$ cat src/ppr_ram.sv
`timescale 1ns / 1ps

module ppr_ram #(
    parameter int WIDTH = 32,
    parameter int DEPTH = 64
) (
    input  logic                     clk,
    input  logic                     we,
    input  logic [$clog2(DEPTH)-1:0] waddr,
    input  logic [WIDTH-1:0]         wdata,
    input  logic [$clog2(DEPTH)-1:0] raddr,
    output logic [WIDTH-1:0]         rdata
);

    logic [WIDTH-1:0] mem [DEPTH];
    logic [WIDTH-1:0] rdata_reg;

    always_ff @(posedge clk)
    begin
        if (we)
        begin
            mem[waddr] <= wdata;
        end
        rdata_reg <= mem[raddr];
    end

    assign rdata = rdata_reg;

endmodule

$ cat config.mk
export PLATFORM = sky130hd
export DESIGN_NAME = ppr_ram
export DESIGN_NICKNAME = d
export VERILOG_FILES = /design/src/ppr_ram.sv
export SDC_FILE = /design/constraint.sdc
export NUM_CORES = 2
export LEC_CHECK = 0
export ABC_AREA = 0
export BUFFER_PORTS_ARGS = -buffer_cell sky130_fd_sc_hd__buf_2
export CAP_MARGIN = 5
export CORE_MARGIN = 2
export CORE_UTILIZATION = 55
export CTS_CLUSTER_DIAMETER = 100
export DETAILED_ROUTE_END_ITERATION = 10
export PLACE_DENSITY = 0.73
export SLEW_MARGIN = 40
export SYNTH_ARGS = -nofsm -noshare
export SYNTH_HDL_FRONTEND = slang
export SYNTH_SLANG_ARGS = --single-unit
$ cat constraint.sdc
create_clock -name clk -period 4.64 [get_ports clk]
set_input_delay 0.232 -clock clk [delete_from_list [all_inputs] [get_ports clk]]
set_output_delay 0.232 -clock clk [all_outputs]
set_load 0.05 [all_outputs]
; Word level (Yosys, flattened, before mapping)
; Memories as Yosys holds them, arrays and structs flattened. A register that Yosys moved wholly into a read port is not among the register bits.
; Index checks and enable logic that the tools add are counted.
[op_classes]
add_sub_neg = 0
mul = 0
div = 0
n_lt_le_gt_ge = 0
n_eq_ne = 0
shift = 0
n_mux = 2
bitwise_logic = 0
reduce_logical = 0
[op_table]
columns = op, n
row1 = 2-to-1 mux 1 bit, 2
[word_totals]
register_bits = 0
latch_bits = 0
ram_bits = 2048
mem_bits_ro = 0
word_cells = 3
mem_count = 1
[memory_table]
columns = memory, words, width, read_ports, rd_ports_with_merged_regs, write_ports, line_no
row1 = mem, 64, 32, 1, 1, 1, 15  ; logic [WIDTH-1:0] mem [DEPTH];

; Longest topological paths before layout
[logic_depth]
depth_word = 2
ltp_mapped = 10
depth_no_buf = 5

; Worst setup path after synthesis
; OpenSTA, ideal clock, no wires.
[synth_timing]
path_type = input to register
start = input waddr[3]
end = memory mem[48][0] (enable)
arrival_ns = 2.931
t_required_ns = 4.179
slack_ns = 1.248
path_stages = 4
path_buffers = 1
path_cell_list = clkbuf_1 nor2b_1 nand4b_1 nor3_1
[synth_rtl]
columns = item, line_no
row1 = start: declaration, 9  ; input logic [$clog2(DEPTH)-1:0] waddr,
row2 = end: declaration, 15
; No word-level cell before the write port.

==> run metrics <==
DRC viols 0; Syn Inst Count 3324; Req. time, crit path 5330 ps; die height 382 um; Num CTS Buffers 198; Setup Total Neg Slack 0 ps; Skew-Pair Late Insertion Delay 830 ps; VDD IR max 306 uV; post-synth cell types 34; Clock H-tree levels 4; remaining antenna violation count after routing 0; vias post-DR 37.4k; # rows 138; ranking of synthesized cells by area edfxtp_1 (78%), mux4_2 (16%), mux2i_1 (1.2%), dfxtp_1 (0.82%), o22ai_1 (0.67%); Final Util 63.4%; YS warnings 0; setup slack on the worst flop-to-flop path 2410 ps; first-pass GRT wire length 273000 um; PD cells 434 nW/um^2; Final Hold Viols 0; Port Buffers 77; share of cells above drive strength 1 30.7%; ys flop type edfxtp_1; Leak 0.0281 uW; CP Class input pin to flop; drt total wl 190000 um; Synth top cells by count edfxtp_1 (2048), mux4_2 (544), nor2_1 (137), mux2i_1 (93), o22ai_1 (84); deepest clock path buffer count 3; vias in the first global route 37.6k; drt wl/cell 33.3 um; area leader, netlist edfxtp_1; Clock transition at path regs 60 ps; top cell type's share of synthesized area 78.3%; class of the worst hold path input pin to flop; initial drt markers 5269; initial antenna violation count 3; hold wc startpoint wdata[2]; data arrival time of the worst path 3220 ps; Seq/Total Area, Yosys 79.1%; TritonCTS clock tree done; max FFs per register 2048; Post-Syn Nets 3370; gp weighted congestion 0.792; Setup Skew 36.2 ps; count leader, synth edfxtp_1; Period Utilization, post-route 54.6%; minimum clock period 2530 ps; root buf cell clkbuf_16; Achievable Freq 0.395 GHz; Pins Over Slew Limit 0; die width 382 um; RSZ-0062 raised after global routing false; CP max FO 44; status completed; max_slew headroom 41.8%; Yosys reg bits 2080; area growth from synthesis to layout 14.4%; First-pass DRT Iterations 6; pin count of the biggest net entering global routing 98; Netlist Area Pre-Place 78500 sq um; Sink Count 2080; Syn Area/Cell 23.6 sq um; GRT Residual Overflow 0; core area 142000 sq um; CTS-repair resized insts 0; initial core utilization 55.5%; ys async rst share 0%; Critical Path Source raddr[0]; Post-synth EDFFs 2048; Via density 6.58; Crit. End Element flop; final setup violation count 0; Max Cap Viol 0; Startpoint Class input pin; NumNets Final 3669; post-DP HPWL 109000 um; Ports 78; r2r startpoint mem[12][24]; Die ar. 146000 sq um; worst-margin pin slew 871 ps; Global Route Usage Sum 26.4%
==> cells by family after synthesis <==
| group | synth area share (%) |
|---|---|
| buf+inv | 1.13 |
| flops | 79.1 |
| mux | 16.8 |
| compound gates | 1.67 |
| simple gates | 1.27 |
==> stage by stage <==
stage | std cells | setup WS [ps] | hold slack (ps) | area, sq um | power, uW
after floorplan | 3324 | 1250 | 331 | 78500 | 22400
after global placement | 5249 | 1040 | 705 | 82100 | 23200
after detailed placement | 5282 | 1260 | 702 | 82900 | 23300
after CTS | 5680 | 2130 | 30.4 | 89700 | 39100
after global routing | 5686 | 2010 | 85.4 | 89800 | 39900
final | 5689 | 2110 | 61.7 | 89800 | 39000
==> worst max-delay path: stages <==
cell and delay [ps]:
buf_8 480, buf_12 310, buf_12 250, buf_12 340
mux4_2 550, o221ai_1 210, a21oi_1 140, a21oi_1 460
nor2_1 100
==> cell type report <==
type,instances,area (sq um)
Sequential cell,2080,62100
Clock inverter,95,986
Timing Repair Buffer,281,2810
Multi-Input combinational cell,1062,16000
Fill cell,8997,51800
Antenna cell,3,7.51
Tap cell,1890,2360
Clock buffer,278,5500
==> layer usage <==
metal  track usage [%]  part of all wire, %  up-vias
met4              8.36                  3.2        4
met5                 0                0.015        -
li1                  -                    -    14870
met1              38.1                   38    19917
met3              4.73                   10      314
met2              41.6                   48     2323
==> where the power goes <==
group | switching (uW) | internal [uW] | total (uW)
clock network | 6910 | 9140 | 16000
registers | 92.3 | 20800 | 20900
logic | 1290 | 725 | 2010
==> cell usage in the layout, fill, tap and decap left out, types with 3 or more instances in the layout <==
cell type      instances
a21oi_1               62
buf_2                 48
buf_4                153
o22ai_1               81
or3_1                  3
o32ai_1                4
nand2b_1               7
nand3_1                5
nor2b_1               15
nor3_1                 5
clkbuf_8              16
dlygate4sd3_1         25
nand3b_1               5
nand2_1               26
nor2_4                62
dfxtp_1               32
buf_8                 17
or3b_2                 3
a311oi_1               7
clkinv_1              24
edfxtp_1            2048
clkinv_2              38
buf_16                23
nor2_1                74
a22oi_1               12
bufinv_16             15
o221ai_1              27
mux4_2               544
and3_1                 4
mux2i_1               93
clkinvlp_4             4
inv_6                  3
buf_12                13
clkbuf_1              60
a41o_1                 4
o22ai_2                3
clkinv_8               5
clkbuf_16            202
diode_2                3
==> final timing paths <==
path	endpoint	depth (start not counted)
min reg2reg	rdata[4]	4
min	mem[42][2]	2
max reg2reg	rdata[24]	4
max	rdata[31]	9
==> repair_timing <==
| action | 4_1_cts | 5_1_grt |
|---|---|---|
| hold buffers | 25 | 0 |
| endpoints found under the hold margin | 1543 | 0 |
| setup buffers | 0 | 0 |
(Power assumes the default switching activity.)
