File: src/ppr_pkg.sv
`timescale 1ns / 1ps

package ppr_pkg;

    localparam int MAX_PATH_POINTS = 64;
    localparam int PTR_W = $clog2(MAX_PATH_POINTS);
    localparam int CNT_W = $clog2(MAX_PATH_POINTS + 1);

    localparam logic [31:0] SAT32 = 32'hFFFF_FFFF;

    typedef enum logic [1:0] {
        MODE_POINT   = 2'd0,
        MODE_OBJECT  = 2'd1,
        MODE_PREDICT = 2'd2,
        MODE_EVAL    = 2'd3
    } mode_t;

    typedef enum logic [2:0] {
        STAT_WAITING = 3'd0,
        STAT_SHORT   = 3'd1,
        STAT_CLEAR   = 3'd2,
        STAT_WAIT    = 3'd3,
        STAT_REPLAN  = 3'd4
    } status_t;

    typedef enum logic [1:0] {
        REG_LOOKAHEAD = 2'd0,
        REG_NEAR      = 2'd1,
        REG_BLOCK     = 2'd2
    } reg_idx_t;

    typedef enum logic [4:0] {
        S_IDLE,
        S_LD_A,
        S_LD_B,
        S_DOT0,
        S_DOT1,
        S_LEN0,
        S_LEN1,
        S_LEN2,
        S_CMP,
        S_DIV,
        S_OFF0,
        S_OFF1,
        S_OFF2,
        S_HYP_A,
        S_HYP_B,
        S_HYP_C,
        S_SQRT,
        S_HYP_DONE,
        S_OBJ_END
    } state_t;

    // control between sequencer and root unit
    typedef struct packed {
        logic        start;
        logic [63:0] radicand;
    } sqrt_req_t;

    typedef struct packed {
        logic        done;
        logic [31:0] root;
    } sqrt_rsp_t;

    function automatic logic [32:0] mag33(input logic signed [32:0] v);
        logic [32:0] m;
        m = v[32] ? 33'(-v) : 33'(v);
        return m;
    endfunction

    function automatic logic signed [64:0] apply_sign(input logic [63:0] m, input logic neg);
        logic signed [64:0] r;
        r = neg ? -$signed({1'b0, m}) : $signed({1'b0, m});
        return r;
    endfunction

endpackage

File: src/ppr_isqrt.sv
`timescale 1ns / 1ps

module ppr_isqrt
    import ppr_pkg::*;
(
    input  logic      clk,
    input  logic      rst_n,
    input  sqrt_req_t req,
    output sqrt_rsp_t rsp
);

    logic        busy_reg, busy_next;
    logic        done_reg, done_next;
    logic [4:0]  cnt_reg, cnt_next;
    logic [63:0] v_reg, v_next;
    logic [34:0] rem_reg, rem_next;
    logic [31:0] root_reg, root_next;

    logic [34:0] rem_sh;
    logic [34:0] trial;
    logic        ge;

    // one result bit per cycle, two radicand bits shifted in
    always_comb
    begin
        rem_sh    = {rem_reg[32:0], v_reg[63:62]};
        trial     = {1'b0, root_reg, 2'b01};
        ge        = rem_sh >= trial;
        busy_next = busy_reg;
        done_next = 1'b0;
        cnt_next  = cnt_reg;
        v_next    = v_reg;
        rem_next  = rem_reg;
        root_next = root_reg;
        if (req.start)
        begin
            busy_next = 1'b1;
            cnt_next  = '0;
            v_next    = req.radicand;
            rem_next  = '0;
            root_next = '0;
        end
        else if (busy_reg)
        begin
            v_next    = {v_reg[61:0], 2'b00};
            rem_next  = ge ? (rem_sh - trial) : rem_sh;
            root_next = {root_reg[30:0], ge};
            cnt_next  = cnt_reg + 5'd1;
            if (cnt_reg == 5'd31)
            begin
                busy_next = 1'b0;
                done_next = 1'b1;
            end
        end
    end

    always_ff @(posedge clk or negedge rst_n)
    begin
        if (!rst_n)
        begin
            busy_reg <= 1'b0;
            done_reg <= 1'b0;
            cnt_reg  <= '0;
        end
        else
        begin
            busy_reg <= busy_next;
            done_reg <= done_next;
            cnt_reg  <= cnt_next;
        end
    end

    always_ff @(posedge clk)
    begin
        v_reg    <= v_next;
        rem_reg  <= rem_next;
        root_reg <= root_next;
    end

    assign rsp.done = done_reg;
    assign rsp.root = root_reg;

endmodule

File: config.mk
export PLATFORM = sky130hd
export DESIGN_NAME = ppr_isqrt
export DESIGN_NICKNAME = d
export VERILOG_FILES = /design/src/ppr_pkg.sv /design/src/ppr_isqrt.sv
export SDC_FILE = /design/constraint.sdc
export NUM_CORES = 1
export LEC_CHECK = 0
export BUFFER_PORTS_ARGS = -buffer_cell sky130_fd_sc_hd__buf_4
export CORE_MARGIN = 5
export CORE_UTILIZATION = 43
export DETAILED_ROUTE_END_ITERATION = 16
export PLACE_DENSITY_LB_ADDON = 0.15
export SYNTH_ARGS = -nofsm -noshare
export SYNTH_HDL_FRONTEND = slang
export SYNTH_SLANG_ARGS = --single-unit
File: constraint.sdc
create_clock -name clk -period 8.8 [get_ports clk]
set_input_delay 0.44 -clock clk [delete_from_list [all_inputs] [get_ports clk]]
set_output_delay 0.44 -clock clk [all_outputs]
set_load 0.01 [all_outputs]
* Word-level counts from Yosys, hierarchy flattened
Index checks and enable logic that the tools add are counted.
W data, S select, Z words.
** Word-level totals
- Flip-flop bits (word level) :: 136
- Bits of input ports :: 67
- Output and inout bits :: 33
** Operators by class
- Add/subtract/negate cells :: 2
- Order comparisons :: 1
- Equal/unequal tests :: 1
- Multiplexer cells :: 11
- Reduce and logical (&&, ||, !) cells :: 1
** Operators by type and width (count)
- $mux W64 :: 2
- $ge A35 B34 Y1 :: 1
- $mux W33 :: 1
- $sub A33 B33 Y33 :: 1
- $mux W5 :: 2
- $mux W1 :: 6
- $add A5 B1 Y5 const B :: 1
- $eq A5 B5 Y1 const B :: 1
- $reduce_bool A2 Y1 :: 1

* Longest topological paths before layout
Gate-level depths: netlist of run 1.
- Word-level depth :: 4
- Gate-level depth with buffers :: 13

* Worst setup path after synthesis of run 1
No wires, ideal clock.
- Kind :: register to register
- From :: reg root_reg[26]
- To :: reg rem_reg[13]
- Library setup time :: 0.128 ns
- Data arrival time :: 2.713 ns
- Required time :: 8.672 ns
- Slack :: 5.959 ns
- Stages on the path, launching flop included :: 14
- Buffers on the path :: 2
- Period minus slack after synthesis :: 2.841 ns
- Cell sequence :: dfxtp_1 inv_1 ha_1 buf_6 a21o_1 a21o_1 a21oi_2 o31ai_1 a41o_1 or3_1 buf_4 mux2_1 mux2i_1 nor2_1
** On the way
- Word-level cells in the longest chain between the ends :: 2
** Ends and longest elaborated chain
- from (decl) :: RTL line ppr_isqrt.sv:17 : logic [31:0] root_reg, root_next;
- from (signal assigned) :: RTL line ppr_isqrt.sv:77 : root_reg <= root_next;
- $ge A35 B34 Y1 :: RTL line ppr_isqrt.sv:28 : ge = rem_sh >= trial;
- $mux W33 :: RTL line ppr_isqrt.sv:46 : rem_next = ge ? (rem_sh - trial) : rem_sh;
- to (signal assigned) :: RTL line ppr_isqrt.sv:76 : rem_reg <= rem_next;
- to (decl) :: RTL line ppr_isqrt.sv:16 : logic [34:0] rem_reg, rem_next;
Every way passes these cells.
A chain may end at the register's enable or synchronous reset.

* Worst setup path after layout of run 1
- From :: reg root_reg[8]
- To :: reg rem_reg[16]
** On the way
- Word-level cells in the longest chain between the ends :: 2
** Ends and longest elaborated chain (RTL line)
- $sub A33 B33 Y33 / $ge A35 B34 Y1 (equally long branches) :: ppr_isqrt.sv:46, ppr_isqrt.sv:28
- $mux W33 (*) :: ppr_isqrt.sv:46
Every way passes the cells marked *; elsewhere a longest branch is shown, timed or not.

==> qor.yml, run 1 <==
global_route:
  grt_overflow: 0
  grt_max_degree: 79
  antenna_found_initial: 0
  grt_usage_pct: 16.58
  grt_pass1_wl_um: 27490
  grt_pass1_vias: 5791
synth:
  yosysSeqAreaShare_pct: 45.04
  ys_types: 65
  synthArstFlopShare_pct: 5.147
  synth_edf_count: 64
  synth_top_family_by_area: "multiplexers"
  syn_avg_cell_area_um2: 10.22
  syn-cell-area_um2: 7545
  syn_inst: 738
  synthFlopType: "dfxtp_1"
  synthAdderAreaFrac_pct: 5.970
  synth_compound_area_share_pct: 13.17
  synthesis.nets: 841
  yosys.area_share.simple_pct: 11.96
  synthMuxAreaShare_pct: 16.09
  synthXorXnorAreaFrac_pct: 3.250
  ys_ff_latch: 136
  yosys_warnings: 0
cts:
  h-tree-depth: 4
  path_clk_slew_ns: 0.06
  clockBufferDepth: 2
  cts_tree: "done"
  hold_buffers: 1
  cts_sinks: 136
  numCtsBuffers: 17
  ctsResizeCount: 0
  cts_setup_buffers: 0
  insertion_delay_ns: 0.42
  cts_root_buffer: "clkbuf_16"
sta:
  clock_skew_ns: 0.007709
  fin_tns_setup_ns: 0
  fin_crit_ns: 3.580
  hold_violations: 0
  tightest_slew_ns: 1.052
  slew-limit-headroom_pct: 29.86
  max_freq_ghz: 0.2794
  rsz0062_at_grt: "false"
  timing.final.max_slew_violations: 0
  period_share_pct: 40.68
  setup_viol: 0
pwr:
  max-vdd-ir-drop_v: 0.0001788
  p_leak_nw: 3.955
  powerDensity_nw_per_um2: 322.2
layout:
  layout_common_cells: "103 x buf_4, 97 x nor2_1, 65 x dfxtp_1"
  layout-drive-gt1-share_pct: 24.91
  layout_commonest_cell: "buf_4"
  largest_register_ff_count: 64
  diodes: 0
  finalNetCount: 921
  syn2layout_area_growth_pct: 19.72
  design_area_um2: 9032
floorplanning:
  die_w_um: 142.5
  dieArea_um2: 20290
  pin_count: 100
  fp.dieH_um: 142.5
  coreArea_um2: 17240
  std_cell_rows: 48
  initial_core_util_pct: 43.77
drt:
  drt_pass1_iterations: 6
  ant_nets: 0
  routed_wl_um: 16490
  drc: 0
  drt_iter0_drc: 290
  routedWlPerCell_um: 15.61
  vias: 5688
  viasPerCell: 5.386
place:
  port-buffer-count: 99
  hpwlAfterDp_um: 11490
  place.gp.congestion: 0.8553
  placed_cell_area_um2: 8423
min_path:
  hp-start: "req[1]"
  hold_path_class: "in2reg"
job:
  drv_cap: 0
worst_setup_path:
  path_class: "reg2reg"
  critPathLaunchType: "register"
  critPathMaxFanout: 21
  crit_path_end_kind: "register"
  crit_required_ns: 9.08
  arrival_ns: 3.86
  crit_path_start: "root_reg[8]"
  rr_startpoint: "root_reg[8]"
outcome:
  status: "completed"
-- cells by family after synthesis --
group / count (synthesis)
simple gates: 191
compound gates: 148
flops: 136
mux: 113
buf+inv: 86
fa+ha+maj: 36
xor+xnor: 28
-- final timing paths --
check | endpoint | slack, ns | depth (start not counted)
min | v_reg[1] | 0.30 | 2
max reg2reg | rem_reg[16] | 5.22 | 11
max in group asynchronous | busy_reg | 8.30 | 2
min reg2reg | rem_reg[14] | 0.50 | 2
max | rem_reg[16] | 5.22 | 11
min in group asynchronous | done_reg | 0.36 | 2
-- per-layer routing --
metal	track usage, %	vias up	routed length, um	share of wire, %
met5	0	-	0	0
met2	27.55	123	7954	48
met1	19.54	2715	7112	43
met3	6.989	15	1208	7.3
met4	5.103	0	209	1.3
li1	-	2835	-	-
-- layout make-up --
cell class | instances | area (um^2)
Fill cell | 1581 | 8204
Sequential cell | 136 | 3402
Tap cell | 225 | 281.5
Multi-Input combinational cell | 516 | 3805
Clock inverter | 12 | 142.6
Timing Repair Buffer | 104 | 783.3
Clock buffer | 20 | 456.7
Inverter | 43 | 161.4
-- per-stage QoR --
step                cells  total power, mW  hold WS, ns  utilization, %  worst slack (ns)
floorplan             738            1.900       0.1444               -             5.959
CTS                  1056            2.931       0.2793           52.40             5.223
global placement     1023            2.169       0.2542           48.87             5.353
global route         1056            3.122       0.2839           52.40             4.967
finish               1056            2.910       0.2979           52.40             5.220
detailed placement   1023            2.192       0.2568           48.87             5.238
-- critical path, cell delays in order (launching register included) --
cell and delay (ns):
dfxtp_1 0.37, inv_1 0.06, ha_1 0.40, and4_1 0.27, nand2_1 0.12, nor3_2 0.25, o21bai_1 0.12, a211oi_1 0.38
or3_1 0.87, mux2_1 0.40, mux2i_1 0.13, nor2_1 0.05
-- report_power, final --
| group | internal [mW] | total (mW) | switching (mW) |
|---|---|---|---|
| registers | 0.761 | 0.819 | 0.0576 |
| clock network | 0.436 | 0.720 | 0.283 |
| logic | 0.615 | 1.37 | 0.757 |
| total | 1.81 | 2.91 | 1.10 |
-- cells in the mapped netlist, types with 4 or more instances --
cell | count | area, um^2
nor2b_1 | 4 | 25.02
clkbuf_1 | 28 | 105.1
dfxtp_1 | 65 | 1301
a21o_1 | 12 | 90.09
buf_1 | 9 | 33.78
a211oi_1 | 26 | 195.2
xor2_1 | 13 | 113.9
o21a_1 | 9 | 67.56
mux2_2 | 63 | 709.4
nor3_1 | 8 | 40.04
a31oi_1 | 7 | 43.79
xnor2_1 | 15 | 131.4
and4_1 | 4 | 35.03
a21oi_1 | 35 | 175.2
ha_1 | 36 | 450.4
nand3_1 | 11 | 55.05
edfxtp_1 | 64 | 1922
nand4_1 | 7 | 43.79
mux2i_1 | 47 | 470.5
nand2_1 | 26 | 97.59
and2_1 | 7 | 43.79
o21ai_0 | 19 | 95.09
o31ai_1 | 4 | 30.03
dfrtp_1 | 7 | 175.2
nor2_1 | 97 | 364.1
inv_1 | 43 | 161.4
or3_1 | 5 | 31.28
No activity file was read; power rests on OpenSTA's default activity.
==> inputs of run 2 (changes only) <==
--- a/config.mk
+++ b/config.mk
@@ -5,6 +5,7 @@
 export SDC_FILE = /design/constraint.sdc
 export NUM_CORES = 1
 export LEC_CHECK = 0
+export ABC_AREA = 1
 export BUFFER_PORTS_ARGS = -buffer_cell sky130_fd_sc_hd__buf_4
 export CORE_MARGIN = 5
 export CORE_UTILIZATION = 43
==> constraint.sdc (replaced) <==
create_clock -name clk -period 3.1 [get_ports clk]
set_input_delay 0.155 -clock clk [delete_from_list [all_inputs] [get_ports clk]]
set_output_delay 0.155 -clock clk [all_outputs]
set_load 0.01 [all_outputs]
==> qor.yml, run 2 <==
global_route:
  antenna_found_initial: 0  # unchanged
  grt_pass1_wl_um: 36270  # +32%
  grt_overflow: 0  # unchanged
  grt_usage_pct: 20.47  # +3.9 points
  grt_pass1_vias: 7414  # +28%
  grt_max_degree: 66  # -16%
pwr:
  powerDensity_nw_per_um2: 929.7  # +190%
  p_leak_nw: 5.158  # +30%
  max-vdd-ir-drop_v: 0.0005476  # +210%
cts:
  cts_sinks: 136  # unchanged
  hold_buffers: 52  # +51
  cts_root_buffer: "clkbuf_16"
  insertion_delay_ns: 0.43  # about the same
  cts_tree: "done"
  h-tree-depth: 4  # unchanged
  numCtsBuffers: 17  # unchanged
  clockBufferDepth: 2  # unchanged
  ctsResizeCount: 0  # unchanged
  cts_setup_buffers: 0  # unchanged
  path_clk_slew_ns: 0.06  # about the same
synth:
  synthesis.nets: 1244  # +48%
  synth_area_leaders: "edfxtp_1 24%, nand2_1 23%, dfxtp_1 16%, inv_1 6.8%, ha_1 5.6%"
  synthFlopType: "dfxtp_1"
  yosys_warnings: 0  # unchanged
  synth_top_area_share_pct: 23.84  # -1.6 points
  ys_ff_latch: 136  # unchanged
  yosys.area_share.simple_pct: 34.90  # +23 points
  synthTopCellsByCount: "504 x nand2_1, 146 x inv_1, 65 x dfxtp_1, 65 x nand3_1, 64 x edfxtp_1"
  synth_edf_count: 64  # unchanged
  yosysSeqAreaShare_pct: 42.16  # -2.9 points
  synth_top_family_by_area: "simple AND/OR/NAND/NOR gates"
  syn_avg_cell_area_um2: 7.064  # -31%
  synthMuxAreaShare_pct: 0  # -16 points
  yosysMostFrequentCell: "nand2_1"
  synth_compound_area_share_pct: 6.194  # -7.0 points
  synthArstFlopShare_pct: 5.147  # unchanged
  synthAdderAreaFrac_pct: 5.588  # -0.38 points
  syn-cell-area_um2: 8060  # +6.8%
  ys_types: 37  # -43%
  syn_inst: 1141  # +55%
  synth_top_area_cell: "edfxtp_1"
  synthXorXnorAreaFrac_pct: 1.630  # -1.6 points
worst_setup_path:
  path_cells: "inv_1 > ha_1 > a21oi_1 > nand2_1 > nand2_1 > nand2_1 > nand2_1 > nand2_2 > nor2_8 > nand2_8 > nand2_2 > nand2_1 > nand2_1 > nand2_1"
  critPathLaunchType: "register"
  critPathMaxFanout: 46  # +120%
  path_class: "reg2reg"
  r2r_setup_slack_ns: 0.51  # -4.71 ns
  cp_slowest_cell: "ha_1"
  crit_top_cell: "nand2_1"
  max_stage_delay_ns: 0.37  # -0.50 ns
  arrival_ns: 2.91  # -0.95 ns
  crit_path_end_kind: "register"
  crit_required_ns: 3.42  # -5.66 ns
layout:
  fin_util_pct: 54.23  # +1.8 points
  syn2layout_area_growth_pct: 25.01
  layout_common_cells: "504 x nand2_1, 145 x inv_1, 103 x buf_4"
  diodes: 0  # unchanged
  finalNetCount: 1385  # +50%
  layout-drive-gt1-share_pct: 13.28  # -12 points
  layout_commonest_cell: "nand2_1"
  largest_register_ff_count: 64  # unchanged
  finalNonFillerCells: 1529  # +45%
sta:
  fin_tns_setup_ns: 0  # unchanged
  timing.final.max_slew_violations: 0  # unchanged
  clock_skew_ns: 0.008105  # +0.0003962 ns
  period_share_pct: 83.44  # +43 points
  rsz0062_at_grt: "false"
  hold_violations: 0  # unchanged
  tightest_slew_ns: 1.168  # +0.1155 ns
  slew-limit-headroom_pct: 22.08  # -7.8 points
  max_freq_ghz: 0.3866  # +38%
  fin_crit_ns: 2.587  # -0.9929 ns
  setup_viol: 0  # unchanged
  holdWs_ns: 0.009635  # -0.2883 ns
place:
  place.gp.congestion: 0.9259  # +8.3%
  hpwlAfterDp_um: 15460  # +35%
  dp_cells: 1445  # +41%
  port-buffer-count: 99  # unchanged
drt:
  viasPerCell: 4.838  # -10%
  routed_wl_um: 21690  # +32%
  routedWlPerCell_um: 14.19  # -9.1%
  drt_iter0_drc: 388  # +34%
  drc: 0  # unchanged
  ant_nets: 0  # unchanged
  drt_pass1_iterations: 5  # -1
  vias: 7397  # +30%
floorplanning:
  die_w_um: 146.9  # +3.1%
  pin_count: 100  # unchanged
  coreArea_um2: 18580  # +7.8%
  std_cell_rows: 50  # +4.2%
  fp.dieH_um: 146.9  # +3.1%
  initial_core_util_pct: 43.38  # -0.39 points
  dieArea_um2: 21580  # +6.3%
outcome:
  status: "completed"
job:
  drv_cap: 0  # unchanged
min_path:
  hold_path_class: "in2reg"
run 2: cell count changes in the layout (fill, tap and decap cells not counted), moves of 12 or more:
cell | previous run | this run
mux2i_1 | 47 | 0
mux2_2 | 63 | 0
inv_1 | 43 | 145
o21ai_1 | 2 | 16
o21ai_0 | 19 | 5
nor2_1 | 97 | 50
a21oi_1 | 35 | 23
nand3_1 | 11 | 65
a211oi_1 | 26 | 0
o22ai_1 | 3 | 31
nand2_1 | 26 | 504
dlygate4sd3_1 | 1 | 52
run 2: layer usage:
layer | up-vias | wire (um) | GRT usage (%)
li1 | 3874 | - | -
met1 | 3311 | 10030 | 26.42
met2 | 189 | 10140 | 34.75
met3 | 23 | 1164 | 4.257
met4 | 0 | 358 | 6.058
met5 | - | 0 | 0
run 2: final cells by class:
class / instances / area [um^2]
Inverter: 157 / 590.6
Clock inverter: 14 / 152.6
Fill cell: 1776 / 8504
Multi-Input combinational cell: 814 / 3899
Timing Repair Buffer: 156 / 1314
Tap cell: 234 / 292.8
Clock buffer: 18 / 429.2
Sequential cell: 136 / 3398
run 2: worst paths after layout:
check	end	cells after the start	startpoint
max	rem_reg[25]	14	root_reg[20]
min	v_reg[31]	3	req[31]
max reg2reg	rem_reg[25]	14	root_reg[20]
min reg2reg	rem_reg[32]	2	rem_reg[32]
max in group asynchronous	cnt_reg[1]	2	rst_n
min in group asynchronous	cnt_reg[4]	2	rst_n
run 2: cell families after synthesis:
| group | Yosys count |
|---|---|
| and+or+nand+nor | 677 |
| AOI/OAI and AO/OA | 86 |
| xor gates and xnor gates | 15 |
| DFF | 136 |
| buffers and inverters | 191 |
| adders and majority gates | 36 |
run 2: worst max-delay path, delay by kind of cell (launching register included):
family | cells | cell delay, ns
and+or+nand+nor | 11 | 1.40
adders and majority gates | 1 | 0.37
AOI/OAI and AO/OA | 1 | 0.30
buffers and inverters | 1 | 0.08
DFF | 1 | 0.32
run 2: power by group:
| part | switching, mW | internal, mW | leakage, nW |
|---|---|---|---|
| combinational | 3.23 | 1.75 | 3.55 |
| clock | 0.900 | 1.14 | 0.284 |
| sequential | 0.176 | 2.17 | 1.33 |
run 2: metrics by stage:
stage | power [mW] | instance area (um^2) | setup WS, ns
after global placement | 7.280 | 8974 | 0.5630
after detailed placement | 7.282 | 8974 | 0.5439
after CTS | 9.406 | 10080 | 0.5186
final | 9.367 | 10080 | 0.5133
after global routing | 10.26 | 10080 | 0.2803
after floorplan | 6.225 | 8060 | 0.1429
